<file path="src/fius_pkg.sv">
package fius_pkg;

   // Flash geometry and image limits
   localparam int unsigned PAGE_BYTES      = 2048;
   localparam int unsigned BLOCK_BYTES     = 131072;
   localparam int unsigned MAX_IMAGE_BYTES = 8388608;
   localparam int unsigned MIN_IMAGE_BYTES = 48;
   localparam int unsigned FIRST_BLOCK     = 32;
   localparam int unsigned FIRST_PAGE      = 2048;
   localparam logic [31:0] IMAGE_MAGIC     = 32'h016f2818;

   localparam int unsigned PAGE_SHIFT  = $clog2(PAGE_BYTES);
   localparam int unsigned BLOCK_SHIFT = $clog2(BLOCK_BYTES);

   // Field widths
   localparam int unsigned CMD_W   = 2;
   localparam int unsigned CODE_W  = 3;
   localparam int unsigned CNT_W   = 24;
   localparam int unsigned BLK_W   = 7;
   localparam int unsigned ADDR_W  = 13;
   localparam int unsigned OFF_W   = 23;
   localparam int unsigned NB_W    = 12;

   // Commands
   localparam logic [CMD_W-1:0] CMD_BEGIN = 2'd0;
   localparam logic [CMD_W-1:0] CMD_POLL  = 2'd1;
   localparam logic [CMD_W-1:0] CMD_CLEAR = 2'd2;

   // Phases
   localparam logic [CODE_W-1:0] PH_IDLE   = 3'd0;
   localparam logic [CODE_W-1:0] PH_CHECK  = 3'd1;
   localparam logic [CODE_W-1:0] PH_ERASE  = 3'd2;
   localparam logic [CODE_W-1:0] PH_WRITE  = 3'd3;
   localparam logic [CODE_W-1:0] PH_VERIFY = 3'd4;
   localparam logic [CODE_W-1:0] PH_DONE   = 3'd5;
   localparam logic [CODE_W-1:0] PH_FAIL   = 3'd6;

   // Error codes
   localparam logic [CODE_W-1:0] ERR_NONE    = 3'd0;
   localparam logic [CODE_W-1:0] ERR_BLOCK   = 3'd1;
   localparam logic [CODE_W-1:0] ERR_ERASE   = 3'd2;
   localparam logic [CODE_W-1:0] ERR_PROGRAM = 3'd3;
   localparam logic [CODE_W-1:0] ERR_VERIFY  = 3'd4;

   // Flash request codes
   localparam logic [CODE_W-1:0] OP_NONE    = 3'd0;
   localparam logic [CODE_W-1:0] OP_CHECK   = 3'd1;
   localparam logic [CODE_W-1:0] OP_ERASE   = 3'd2;
   localparam logic [CODE_W-1:0] OP_PROGRAM = 3'd3;
   localparam logic [CODE_W-1:0] OP_COMPARE = 3'd4;

   typedef struct packed {
      logic [CODE_W-1:0] phase;
      logic [CODE_W-1:0] error;
      logic [CNT_W-1:0]  cursor;
      logic [CNT_W-1:0]  total;
      logic [CNT_W-1:0]  done;
      logic              changed;
      logic [BLK_W-1:0]  block_count;
   } fius_state_type;

   typedef struct packed {
      logic              accepted;
      logic [CODE_W-1:0] phase;
      logic [CODE_W-1:0] error_code;
      logic [CNT_W-1:0]  done_bytes;
      logic              changed;
      logic [CODE_W-1:0] request_op;
      logic [ADDR_W-1:0] request_address;
      logic [OFF_W-1:0]  request_offset;
      logic [NB_W-1:0]   request_bytes;
   } fius_result_type;

endpackage

</file>
<file path="src/fius_step.sv">
module fius_step (
   input  fius_pkg::fius_state_type    cur,
   input  logic [fius_pkg::CMD_W-1:0]  command,
   input  logic                        image_present,
   input  logic [31:0]                 image_length,
   input  logic [31:0]                 header_magic,
   input  logic [31:0]                 header_size,
   input  logic                        crc_matches,
   input  logic                        op_ok,
   output fius_pkg::fius_state_type    nxt,
   output fius_pkg::fius_result_type   result
);

   // Image bytes left for the page at the cursor, capped at one page
   function automatic logic [fius_pkg::NB_W-1:0] page_amount(
      input logic [fius_pkg::CNT_W-1:0] cursor,
      input logic [fius_pkg::CNT_W-1:0] total
   );
      logic [fius_pkg::CNT_W-1:0] left;
      left = (cursor < total) ? (total - cursor) : '0;
      if (left > fius_pkg::CNT_W'(fius_pkg::PAGE_BYTES)) begin
         return fius_pkg::NB_W'(fius_pkg::PAGE_BYTES);
      end
      return left[fius_pkg::NB_W-1:0];
   endfunction

   logic                       busy;
   logic                       header_ok;
   logic                       accepted;
   logic [fius_pkg::NB_W-1:0]  cur_amount;
   logic [fius_pkg::CNT_W-1:0] blk_next;
   logic [fius_pkg::CNT_W-1:0] byte_next;
   logic [fius_pkg::CNT_W:0]   len_round;

   assign busy = (cur.phase >= fius_pkg::PH_CHECK) && (cur.phase <= fius_pkg::PH_VERIFY);

   assign header_ok = image_present
      && (image_length >= 32'(fius_pkg::MIN_IMAGE_BYTES))
      && (image_length <= 32'(fius_pkg::MAX_IMAGE_BYTES))
      && (header_magic == fius_pkg::IMAGE_MAGIC)
      && (header_size == image_length)
      && crc_matches;

   assign cur_amount = page_amount(cur.cursor, cur.total);
   assign blk_next   = cur.cursor + fius_pkg::CNT_W'(1);
   assign byte_next  = cur.cursor + fius_pkg::CNT_W'(cur_amount);
   assign len_round  = (fius_pkg::CNT_W+1)'(image_length[fius_pkg::CNT_W-1:0])
                     + (fius_pkg::CNT_W+1)'(fius_pkg::BLOCK_BYTES - 1);

   // Advance the sequencer state for one transaction
   always_comb begin
      nxt      = cur;
      accepted = 1'b0;
      case (command)
         fius_pkg::CMD_BEGIN: begin
            if (!busy && header_ok) begin
               nxt.phase       = fius_pkg::PH_CHECK;
               nxt.error       = fius_pkg::ERR_NONE;
               nxt.done        = '0;
               nxt.changed     = 1'b0;
               nxt.total       = image_length[fius_pkg::CNT_W-1:0];
               nxt.cursor      = '0;
               nxt.block_count = fius_pkg::BLK_W'(len_round >> fius_pkg::BLOCK_SHIFT);
               accepted        = 1'b1;
            end
         end
         fius_pkg::CMD_POLL: begin
            case (cur.phase)
               fius_pkg::PH_CHECK: begin
                  if (!op_ok) begin
                     nxt.error = fius_pkg::ERR_BLOCK;
                     nxt.phase = fius_pkg::PH_FAIL;
                  end else if (blk_next == fius_pkg::CNT_W'(cur.block_count)) begin
                     nxt.cursor = '0;
                     nxt.phase  = fius_pkg::PH_ERASE;
                  end else begin
                     nxt.cursor = blk_next;
                  end
               end
               fius_pkg::PH_ERASE: begin
                  // an attempted erase counts as a change even when it fails
                  nxt.changed = 1'b1;
                  if (!op_ok) begin
                     nxt.error = fius_pkg::ERR_ERASE;
                     nxt.phase = fius_pkg::PH_FAIL;
                  end else if (blk_next == fius_pkg::CNT_W'(cur.block_count)) begin
                     nxt.cursor = '0;
                     nxt.done   = '0;
                     nxt.phase  = fius_pkg::PH_WRITE;
                  end else begin
                     nxt.cursor = blk_next;
                  end
               end
               fius_pkg::PH_WRITE: begin
                  if (!op_ok) begin
                     nxt.error = fius_pkg::ERR_PROGRAM;
                     nxt.phase = fius_pkg::PH_FAIL;
                  end else if (byte_next >= cur.total) begin
                     nxt.cursor = '0;
                     nxt.done   = '0;
                     nxt.phase  = fius_pkg::PH_VERIFY;
                  end else begin
                     nxt.cursor = byte_next;
                     nxt.done   = byte_next;
                  end
               end
               fius_pkg::PH_VERIFY: begin
                  if (!op_ok) begin
                     nxt.error = fius_pkg::ERR_VERIFY;
                     nxt.phase = fius_pkg::PH_FAIL;
                  end else begin
                     nxt.cursor = byte_next;
                     nxt.done   = byte_next;
                     if (byte_next >= cur.total) begin
                        nxt.phase = fius_pkg::PH_DONE;
                     end
                  end
               end
               default: ;
            endcase
         end
         fius_pkg::CMD_CLEAR: begin
            if (!busy) begin
               nxt      = '0;
               accepted = 1'b1;
            end
         end
         default: ;
      endcase
   end

   // Describe the request pending after this transaction
   always_comb begin
      result.accepted        = accepted;
      result.phase           = nxt.phase;
      result.error_code      = nxt.error;
      result.done_bytes      = nxt.done;
      result.changed         = nxt.changed;
      result.request_op      = fius_pkg::OP_NONE;
      result.request_address = '0;
      result.request_offset  = '0;
      result.request_bytes   = '0;
      case (nxt.phase)
         fius_pkg::PH_CHECK, fius_pkg::PH_ERASE: begin
            result.request_op = (nxt.phase == fius_pkg::PH_CHECK) ?
                                fius_pkg::OP_CHECK : fius_pkg::OP_ERASE;
            result.request_address = fius_pkg::ADDR_W'(fius_pkg::FIRST_BLOCK)
                                   + nxt.cursor[fius_pkg::ADDR_W-1:0];
         end
         fius_pkg::PH_WRITE, fius_pkg::PH_VERIFY: begin
            result.request_op = (nxt.phase == fius_pkg::PH_WRITE) ?
                                fius_pkg::OP_PROGRAM : fius_pkg::OP_COMPARE;
            result.request_address = fius_pkg::ADDR_W'(fius_pkg::FIRST_PAGE)
                                   + fius_pkg::ADDR_W'(nxt.cursor >> fius_pkg::PAGE_SHIFT);
            result.request_offset  = nxt.cursor[fius_pkg::OFF_W-1:0];
            result.request_bytes   = page_amount(nxt.cursor, nxt.total);
         end
         default: ;
      endcase
   end

endmodule

</file>
<file path="src/flash_image_update_sequencer.sv">
// Channel  Direction  Handshake              Payload
// req      in         req_valid / req_ready  command, image header fields, op_ok
// rsp      out        rsp_valid / rsp_ready  phase, error, progress, next flash request
//
// After acceptance the transaction sits in the input register, then passes
// through the step logic into the result register.
// One transaction is accepted per cycle while results are taken; the single
// sequencer state register sets that pace.
// Synchronous reset empties both registers and returns the sequencer to idle.
// A stalled result holds the step stage; the input register still takes one
// more transaction while it is empty.
module flash_image_update_sequencer (
   input  logic                               clock,
   input  logic                               reset,
   input  logic                               req_valid,
   output logic                               req_ready,
   input  logic [fius_pkg::CMD_W-1:0]         req_command,
   input  logic                               req_image_present,
   input  logic [31:0]                        req_image_length,
   input  logic [31:0]                        req_header_magic,
   input  logic [31:0]                        req_header_size,
   input  logic                               req_crc_matches,
   input  logic                               req_op_ok,
   output logic                               rsp_valid,
   input  logic                               rsp_ready,
   output logic                               rsp_accepted,
   output logic [fius_pkg::CODE_W-1:0]        rsp_phase,
   output logic [fius_pkg::CODE_W-1:0]        rsp_error_code,
   output logic [fius_pkg::CNT_W-1:0]         rsp_done_bytes,
   output logic                               rsp_changed,
   output logic [fius_pkg::CODE_W-1:0]        rsp_request_op,
   output logic [fius_pkg::ADDR_W-1:0]        rsp_request_address,
   output logic [fius_pkg::OFF_W-1:0]         rsp_request_offset,
   output logic [fius_pkg::NB_W-1:0]          rsp_request_bytes
);

   logic                          in_valid_ff;
   logic [fius_pkg::CMD_W-1:0]    command_ff;
   logic                          image_present_ff;
   logic [31:0]                   image_length_ff;
   logic [31:0]                   header_magic_ff;
   logic [31:0]                   header_size_ff;
   logic                          crc_matches_ff;
   logic                          op_ok_ff;

   fius_pkg::fius_state_type      state_ff;
   fius_pkg::fius_state_type      state_in;
   fius_pkg::fius_result_type     rsp_ff;
   fius_pkg::fius_result_type     rsp_in;
   logic                          rsp_valid_ff;
   logic                          advance;

   assign advance   = in_valid_ff && (!rsp_valid_ff || rsp_ready);
   assign req_ready = !in_valid_ff || advance;

   fius_step u_step (
      .cur           (state_ff),
      .command       (command_ff),
      .image_present (image_present_ff),
      .image_length  (image_length_ff),
      .header_magic  (header_magic_ff),
      .header_size   (header_size_ff),
      .crc_matches   (crc_matches_ff),
      .op_ok         (op_ok_ff),
      .nxt           (state_in),
      .result        (rsp_in)
   );

   // Control: input stage valid, sequencer state, result valid
   always_ff @(posedge clock) begin
      if (reset) begin
         in_valid_ff  <= 1'b0;
         rsp_valid_ff <= 1'b0;
         state_ff     <= '0;
      end else begin
         if (req_ready) begin
            in_valid_ff <= req_valid;
         end
         if (advance) begin
            state_ff     <= state_in;
            rsp_valid_ff <= 1'b1;
         end else if (rsp_ready) begin
            rsp_valid_ff <= 1'b0;
         end
      end
   end

   // Capture the incoming transaction
   always_ff @(posedge clock) begin
      if (req_valid && req_ready) begin
         command_ff       <= req_command;
         image_present_ff <= req_image_present;
         image_length_ff  <= req_image_length;
         header_magic_ff  <= req_header_magic;
         header_size_ff   <= req_header_size;
         crc_matches_ff   <= req_crc_matches;
         op_ok_ff         <= req_op_ok;
      end
   end

   // Hold the result until taken
   always_ff @(posedge clock) begin
      if (advance) begin
         rsp_ff <= rsp_in;
      end
   end

   assign rsp_valid           = rsp_valid_ff;
   assign rsp_accepted        = rsp_ff.accepted;
   assign rsp_phase           = rsp_ff.phase;
   assign rsp_error_code      = rsp_ff.error_code;
   assign rsp_done_bytes      = rsp_ff.done_bytes;
   assign rsp_changed         = rsp_ff.changed;
   assign rsp_request_op      = rsp_ff.request_op;
   assign rsp_request_address = rsp_ff.request_address;
   assign rsp_request_offset  = rsp_ff.request_offset;
   assign rsp_request_bytes   = rsp_ff.request_bytes;

endmodule

</file>
<file path="config.mk">
export PLATFORM = sky130hd
export DESIGN_NAME = flash_image_update_sequencer
export DESIGN_NICKNAME = d
export VERILOG_FILES = /design/src/fius_pkg.sv /design/src/fius_step.sv /design/src/flash_image_update_sequencer.sv
export SDC_FILE = /design/constraint.sdc
export NUM_CORES = 1
export LEC_CHECK = 0
export BUFFER_PORTS_ARGS = -buffer_cell sky130_fd_sc_hd__buf_2
export CORE_UTILIZATION = 23
export CTS_BUF_LIST = sky130_fd_sc_hd__clkbuf_8
export DETAILED_ROUTE_END_ITERATION = 16
export SYNTH_ARGS = -nofsm -noshare
export SYNTH_HDL_FRONTEND = slang
export SYNTH_SLANG_ARGS = --single-unit
</file>
<file path="constraint.sdc">
create_clock -name clock -period 13.45 [get_ports clock]
set_input_delay 2.0175 -clock clock [delete_from_list [all_inputs] [get_ports clock]]
set_output_delay 2.0175 -clock clock [all_outputs]
set_load 0.02 [all_outputs]
</file>
-- Word-level counts from Yosys, hierarchy flattened
Cells that the tools add are included.
- output and inout port bits: 85
- logic and storage cells: 123
- bits in registers: 272
- multiplexer cells: 47
- eq/ne operators: 15
- $add $sub $neg: 7
- order comparisons: 9
- reductions and logical operators: 20
- operator list (kind ; count):
    24-bit two-way mux ; 11
    86-bit two-way mux ; 2
    30-bit one-hot mux with 4 select lines ; 1
    30-bit one-hot mux with 3 select lines ; 1
    25-bit one-hot mux with 3 select lines ; 1
    24-bit one-hot mux with 3 select lines ; 1
    24-bit by 12-bit greater-than comparator with 1-bit output (second input constant) ; 2
    24-bit < comparator ; 2
    12-bit two-way mux ; 4
    24-bit one-hot mux with 2 select lines ; 1
    24-bit subtractor ; 2
    3-bit two-way mux ; 13
    32-bit by 25-bit == test with 1-bit output (second input constant) ; 1
    32-bit == test ; 1
    32-bit by 6-bit greater-or-equal comparator with 1-bit output (second input constant) ; 1
    32-bit by 24-bit less-or-equal comparator with 1-bit output (second input constant) ; 1
    16-bit one-hot mux with 2 select lines ; 1
    24-bit by 1-bit adder with 24-bit output (second input constant) ; 1
    24-bit by 12-bit adder with 24-bit output ; 1
    24-bit by 17-bit adder with 24-bit output (second input constant) ; 1
    24-bit by 7-bit == test with 1-bit output ; 1
    24-bit greater-or-equal comparator ; 1
    7-bit one-hot mux with 2 select lines ; 1
    12-bit by 13-bit adder with 13-bit output (first input constant) ; 1
    20 further kinds ; 45

-- Logic depth before layout (Yosys ltp)
- depth after elaboration: 17
- gate-level depth with buffers: 56
- depth with buffers taken out: 54

-- By module
From an unflattened synthesis, not the netlist that was laid out.
- cell total of the unflattened synthesis: 1917
- area total of the unflattened synthesis: 18198.7 um^2
- modules (own cells, without submodules) (module ; instances ; cells each ; area an instance (um^2)):
    flash_image_update_sequencer ; 1 ; 567 ; 9445.3
    fius_step ; 1 ; 1350 ; 8753.4

-- Worst setup path after synthesis
Ideal clock, no wire load.
- path type: register -> register
- from: register state_ff[57] (netlist bit)
- to: register rsp_ff (netlist bit rsp_request_bytes[11]), data pin
- cell stages (with the launch flop): 55
- required time: 13195 ps
- setup time: 255 ps
- arrival: 10912 ps
- setup slack: 2283 ps
- period minus slack after synthesis: 11167 ps
- buffers on the path: 4
- cells stage by stage: dfxtp_1 inv_1 ha_1 nor2b_1 o21ai_0 a21boi_0 o2111ai_1 nand2_1 a21o_1 a21o_1 a21o_1 a211oi_1 mux2i_1 o2111ai_1 or4_1 clkbuf_1 nor4_1 ha_1 [... 19 more ...] a221oi_1 a211oi_1 a21oi_1 ha_1 clkbuf_1 a21o_1 a21o_1 a21oi_1 o21bai_1 a21oi_1 o21ai_0 a221oi_1 o221ai_1 a311oi_1 o2111ai_1 or4_4 buf_6 o21ba_2
- cells in the longest elaborated chain, start to end: 17
- RTL lines (what ; line ; text):
    from (decl) ; flash_image_update_sequencer.sv:46 ; fius_pkg::fius_state_type state_ff;
    from (signal assigned) ; flash_image_update_sequencer.sv:80 ; state_ff <= state_in;
    24-bit subtractor or 24-bit < comparator (tied branches) ; fius_step.sv:20 ; left = (cursor < total) ? (total - cursor) : '0;
    24-bit two-way mux ; fius_step.sv:20 ;
    24-bit by 12-bit greater-than comparator with 1-bit output ; fius_step.sv:21 ; if (left > fius_pkg::CNT_W'(fius_pkg::PAGE_BYTES)) begin
    1-bit two-way mux ; fius_step.sv:21 ;
    12-bit two-way mux ; fius_step.sv:24 ; return left[fius_pkg::NB_W-1:0];
    24-bit by 12-bit adder with 24-bit output ; fius_step.sv:46 ; assign byte_next = cur.cursor + fius_pkg::CNT_W'(cur_amount);
    24-bit greater-or-equal comparator ; fius_step.sv:98, fius_step.sv:114 ;
    24-bit two-way mux ; fius_step.sv:98 ; end else if (byte_next >= cur.total) begin
    24-bit two-way mux ; fius_step.sv:95 ; if (!op_ok) begin
    30-bit one-hot mux with 4 select lines ; fius_step.sv:68 ; case (cur.phase)
    30-bit one-hot mux with 3 select lines (*) ; fius_step.sv:54 ; case (command)
    24-bit subtractor or 24-bit < comparator (tied branches) ; fius_step.sv:20 ;
    24-bit two-way mux ; fius_step.sv:20 ;
    24-bit by 12-bit greater-than comparator with 1-bit output ; fius_step.sv:21 ;
    1-bit two-way mux ; fius_step.sv:21 ;
    1-bit two-way mux ; fius_step.sv:143 ; case (nxt.phase)
    12-bit two-way mux ; fius_step.sv:24 ;
    to (signal assigned) ; flash_image_update_sequencer.sv:104 ; rsp_ff <= rsp_in;
    to (decl) ; flash_image_update_sequencer.sv:48 ; fius_pkg::fius_result_type rsp_ff;
Mark *: on every way between the ends. The rest lies on a longest branch, timed or not. The select of a mux whose other input is x is not followed.
A chain may end at the register's enable or synchronous reset.

-- Worst setup path after layout
- from: register state_ff[32] (netlist bit)
- to: register rsp_ff (netlist bit rsp_request_bytes[9]), data pin
- cells in the longest elaborated chain, start to end: 17
- RTL lines (what ; line):
    24-bit subtractor or 24-bit < comparator (tied branches) ; fius_step.sv:20
    24-bit two-way mux ; fius_step.sv:20
    24-bit by 12-bit greater-than comparator with 1-bit output ; fius_step.sv:21
    1-bit two-way mux ; fius_step.sv:21
    12-bit two-way mux ; fius_step.sv:24
    24-bit by 12-bit adder with 24-bit output ; fius_step.sv:46
    24-bit greater-or-equal comparator ; fius_step.sv:98, fius_step.sv:114
    24-bit two-way mux ; fius_step.sv:98
    24-bit two-way mux ; fius_step.sv:95
    30-bit one-hot mux with 4 select lines ; fius_step.sv:68
    30-bit one-hot mux with 3 select lines ; fius_step.sv:54
    24-bit subtractor or 24-bit < comparator (tied branches) ; fius_step.sv:20
    24-bit two-way mux ; fius_step.sv:20
    24-bit by 12-bit greater-than comparator with 1-bit output ; fius_step.sv:21
    1-bit two-way mux ; fius_step.sv:21
    1-bit two-way mux ; fius_step.sv:143
    12-bit two-way mux ; fius_step.sv:24
Parallel ways exist; a longest one is shown, timed or not. The select of a mux whose other input is x is not followed.

==> results.cfg <==
[logic_synthesis]
synth_edf_count = 184
synth_nets = 2042
ys_seq_elements = 272
synth_warnings = 0
synthCells = 1850
synthesis.area_um2 = 16900
async_flop_share_pct = 0
ys_seq_area_share_pct = 43.1
yosysUniqueCellTypes = 92
synth_flop_cell = edfxtp_1
syn_area_per_cell_um2 = 9.14

[layout]
finish.utilization_pct = 27.8
layout_common_cells = nand2_1, buf_2, edfxtp_1
multiInputGateArea_um2 = 8900
area_growth_pct = 19.8
seqCellArea_um2 = 7290
drive_gt1_share_pct = 18.0
num-nets-final = 2234
final.fill_count = 7786
layout_commonest_cell = nand2_1

[global_route]
first_global_vias = 14475
grt_pass1_wl_um = 93600
grt_overflow = 0
antenna_found_initial = 8
globalRouteTotalUtil_pct = 16.6
grt_max_degree = 79

[route]
vias_per_cell = 5.08
drc_errors = 0
wl_um = 63600
drt_iter0_drc = 1627
dr.pass1.iters = 5
wl_per_cell_um = 20.9
vias = 15470
antenna_left = 0

[critical_path]
arrival_ps = 13090
critPathCaptureType = flip-flop
rr_worst_depth = 53
r2r_end = rsp_request_bytes[9]$_SDFFCE_PN0P_
cp-start-kind = flip-flop
reg2reg_slack_ps = 790
crit_fanout = 12
r2r-start = state_ff[32]$_SDFFE_PP0P_
cp_slowest_stage_delay_ps = 710
crit_type = flip-flop to flip-flop
crit_slowest_cell = or4_1
critPathRequiredTime_ps = 13880
worst_path_most_repeated_cell = o21ai_0

[timing]
setup-violations-final = 0
period_minus_slack_ps = 12660
slew_viol_final = 0
min_period_over_period_pct = 94.1
fin_hold_ws_ps = 457
max_slew_margin_pct = 15.2
max_slew.worst_pin.slew_ps = 1260
fmax_mhz = 79.0
clock_skew_ps = 26.9
hold_viol = 0

[min_path]
min_path_type = flip-flop to flip-flop
hold_start = state_ff[16]$_SDFFE_PP0P_
whs_path_depth = 2
min_to = state_ff[16]$_SDFFE_PP0P_

[pwr]
p_leak_nw = 7.64
total_power_mw = 2.29
p_per_area_nw_per_um2 = 113
ir_worst_vdd_mv = 0.0994

[floorplan]
die_y_um = 273
start_util_pct = 23.2
die-width_um = 273
num_io_pins = 190
std_cell_rows = 99
core-area_um2 = 72800
die-area_um2 = 74600

[clock_network]
cts.sink_count = 272
cts_buffers = 50
clk_latency_ps = 630
cts_buffer_depth = 3
tritoncts = built
htreeDepth = 2
cts_root_buffer = clkbuf_8
ctsHoldBuffers = 0
clkTransAtPathRegs_ps = 60

[place]
place.gp.congestion = 0.972
io_buffers = 189
post-dp-hpwl_um = 48700

[status]
run_status = completed

[job]
max_cap_viol_count = 0
==> routing by layer <==
metal / wire, um / share of wire, % / track usage (%) / up-vias
met5: 74 / 0.12 / 0 / -
met4: 2250 / 3.5 / 5.92 / 12
met3: 6030 / 9.5 / 4.51 / 114
met2: 27400 / 43 / 25.0 / 724
met1: 27800 / 44 / 22.7 / 7376
li1: - / - / - / 7244
==> timing repair <==
action                                  in CTS  in global routing
endpoints found under the setup margin       0                 12
resized for setup                            0                 14
buffers inserted                             0                  2
==> cells by family after synthesis <==
kind of cell / after synthesis / synth area share (%)
and+or+nand+nor: 663 / 19.3
AOI/OAI and AO/OA: 508 / 20.0
DFF: 272 / 43.1
buffers and inverters: 204 / 4.86
xor gates and xnor gates: 107 / 5.59
adders and majority gates: 87 / 6.57
muxes: 9 / 0.592
==> report_power, final <==
group | internal [mW] | switching [mW] | total (mW) | leakage (nW)
combinational | 0.152 | 0.285 | 0.438 | 4.53
clock | 0.514 | 0.376 | 0.890 | 0.609
sequential | 0.934 | 0.0313 | 0.965 | 2.50
total | 1.60 | 0.693 | 2.29 | 7.64
==> synthesized netlist by cell type (8+ instances only) <==
| cell | number | area share, % |
|---|---|---|
| dfxtp_1 | 88 | 10 |
| o211ai_1 | 15 | 0.67 |
| nor4_1 | 38 | 1.4 |
| nor2_1 | 158 | 3.5 |
| a22o_1 | 15 | 0.78 |
| nor4_2 | 8 | 0.59 |
| nand2b_1 | 18 | 0.67 |
| o21ai_0 | 78 | 2.3 |
| edfxtp_1 | 184 | 33 |
| and3_1 | 15 | 0.56 |
| a221oi_1 | 17 | 0.88 |
| a22oi_1 | 12 | 0.53 |
| xor2_1 | 39 | 2.0 |
| nor3_1 | 47 | 1.4 |
| buf_1 | 9 | 0.20 |
| nand3_1 | 58 | 1.7 |
| o21a_1 | 18 | 0.80 |
| a31oi_1 | 8 | 0.30 |
| nor2b_1 | 21 | 0.78 |
| o31ai_1 | 31 | 1.4 |
| and2_1 | 15 | 0.56 |
| o21bai_1 | 9 | 0.40 |
| buf_2 | 9 | 0.27 |
| inv_1 | 97 | 2.2 |
| nand2_1 | 204 | 4.5 |
| or3_1 | 10 | 0.37 |
| clkbuf_1 | 79 | 1.8 |
| xnor2_1 | 67 | 3.5 |
| a21oi_1 | 141 | 4.2 |
| a211oi_1 | 41 | 1.8 |
| nand4_1 | 30 | 1.1 |
| o22ai_1 | 20 | 0.74 |
| a21o_1 | 32 | 1.4 |
| ha_1 | 84 | 6.2 |
==> state kept, by name, indices dropped and copies added, names as in the netlist, 2 cells and up <==
name,cells
rsp_phase,3
rsp_request_bytes,12
rsp_error_code,3
rsp_request_op,3
header_magic_ff,32
state_ff,86
rsp_done_bytes,24
command_ff,2
image_length_ff,32
header_size_ff,32
rsp_request_offset,23
rsp_request_address,13
==> metrics by stage <==
step / worst slack [ps] / area (um^2) / instances / TNS (ps)
final: 790 / 20200 / 3043 / 0
after floorplan: 2280 / 16900 / 1850 / 0
after detailed placement: 332 / 19000 / 2947 / 0
after global routing: -21.0 / 20200 / 3042 / -21.0
after global placement: 520 / 19000 / 2947 / 0
after CTS: 256 / 20200 / 3039 / 0
==> worst max path at each step <==
stage                               from                             endpoint  slack [ps]  cells after the start
3_5_place_dp   state_ff[32]$_SDFFE_PP0P_   rsp_request_bytes[9]$_SDFFCE_PN0P_         330                     52
6_report       state_ff[32]$_SDFFE_PP0P_   rsp_request_bytes[9]$_SDFFCE_PN0P_         790                     53
5_1_grt        state_ff[32]$_SDFFE_PP0P_   rsp_request_bytes[9]$_SDFFCE_PN0P_         -20                     52
4_1_cts        state_ff[32]$_SDFFE_PP0P_   rsp_request_bytes[9]$_SDFFCE_PN0P_         260                     52
3_3_place_gp   state_ff[32]$_SDFFE_PP0P_   rsp_request_bytes[9]$_SDFFCE_PN0P_         520                     52
2_1_floorplan  state_ff[57]$_SDFFE_PP0P_  rsp_request_bytes[11]$_SDFFCE_PN0P_        2280                     54
==> worst max-delay path, delay by kind of cell (launching register included) <==
kind,cells,cell delay (ps)
simple gates,18,4000
fa+ha+maj,5,1430
buf+inv,1,80
compound gates,28,6250
flops,1,320
xor+xnor,1,370
==> cell type report <==
| class | instances | area share, % |
|---|---|---|
| sequential | 272 | 36.0 |
| tap | 959 | 5.93 |
| clock inverter | 33 | 1.48 |
| multi-input combinational | 1374 | 43.9 |
| clock buffer | 59 | 4.01 |
| antenna | 2 | 0.0247 |
| inverter | 98 | 1.84 |
| timing repair buffer | 246 | 6.79 |
(Power assumes the default switching activity.)
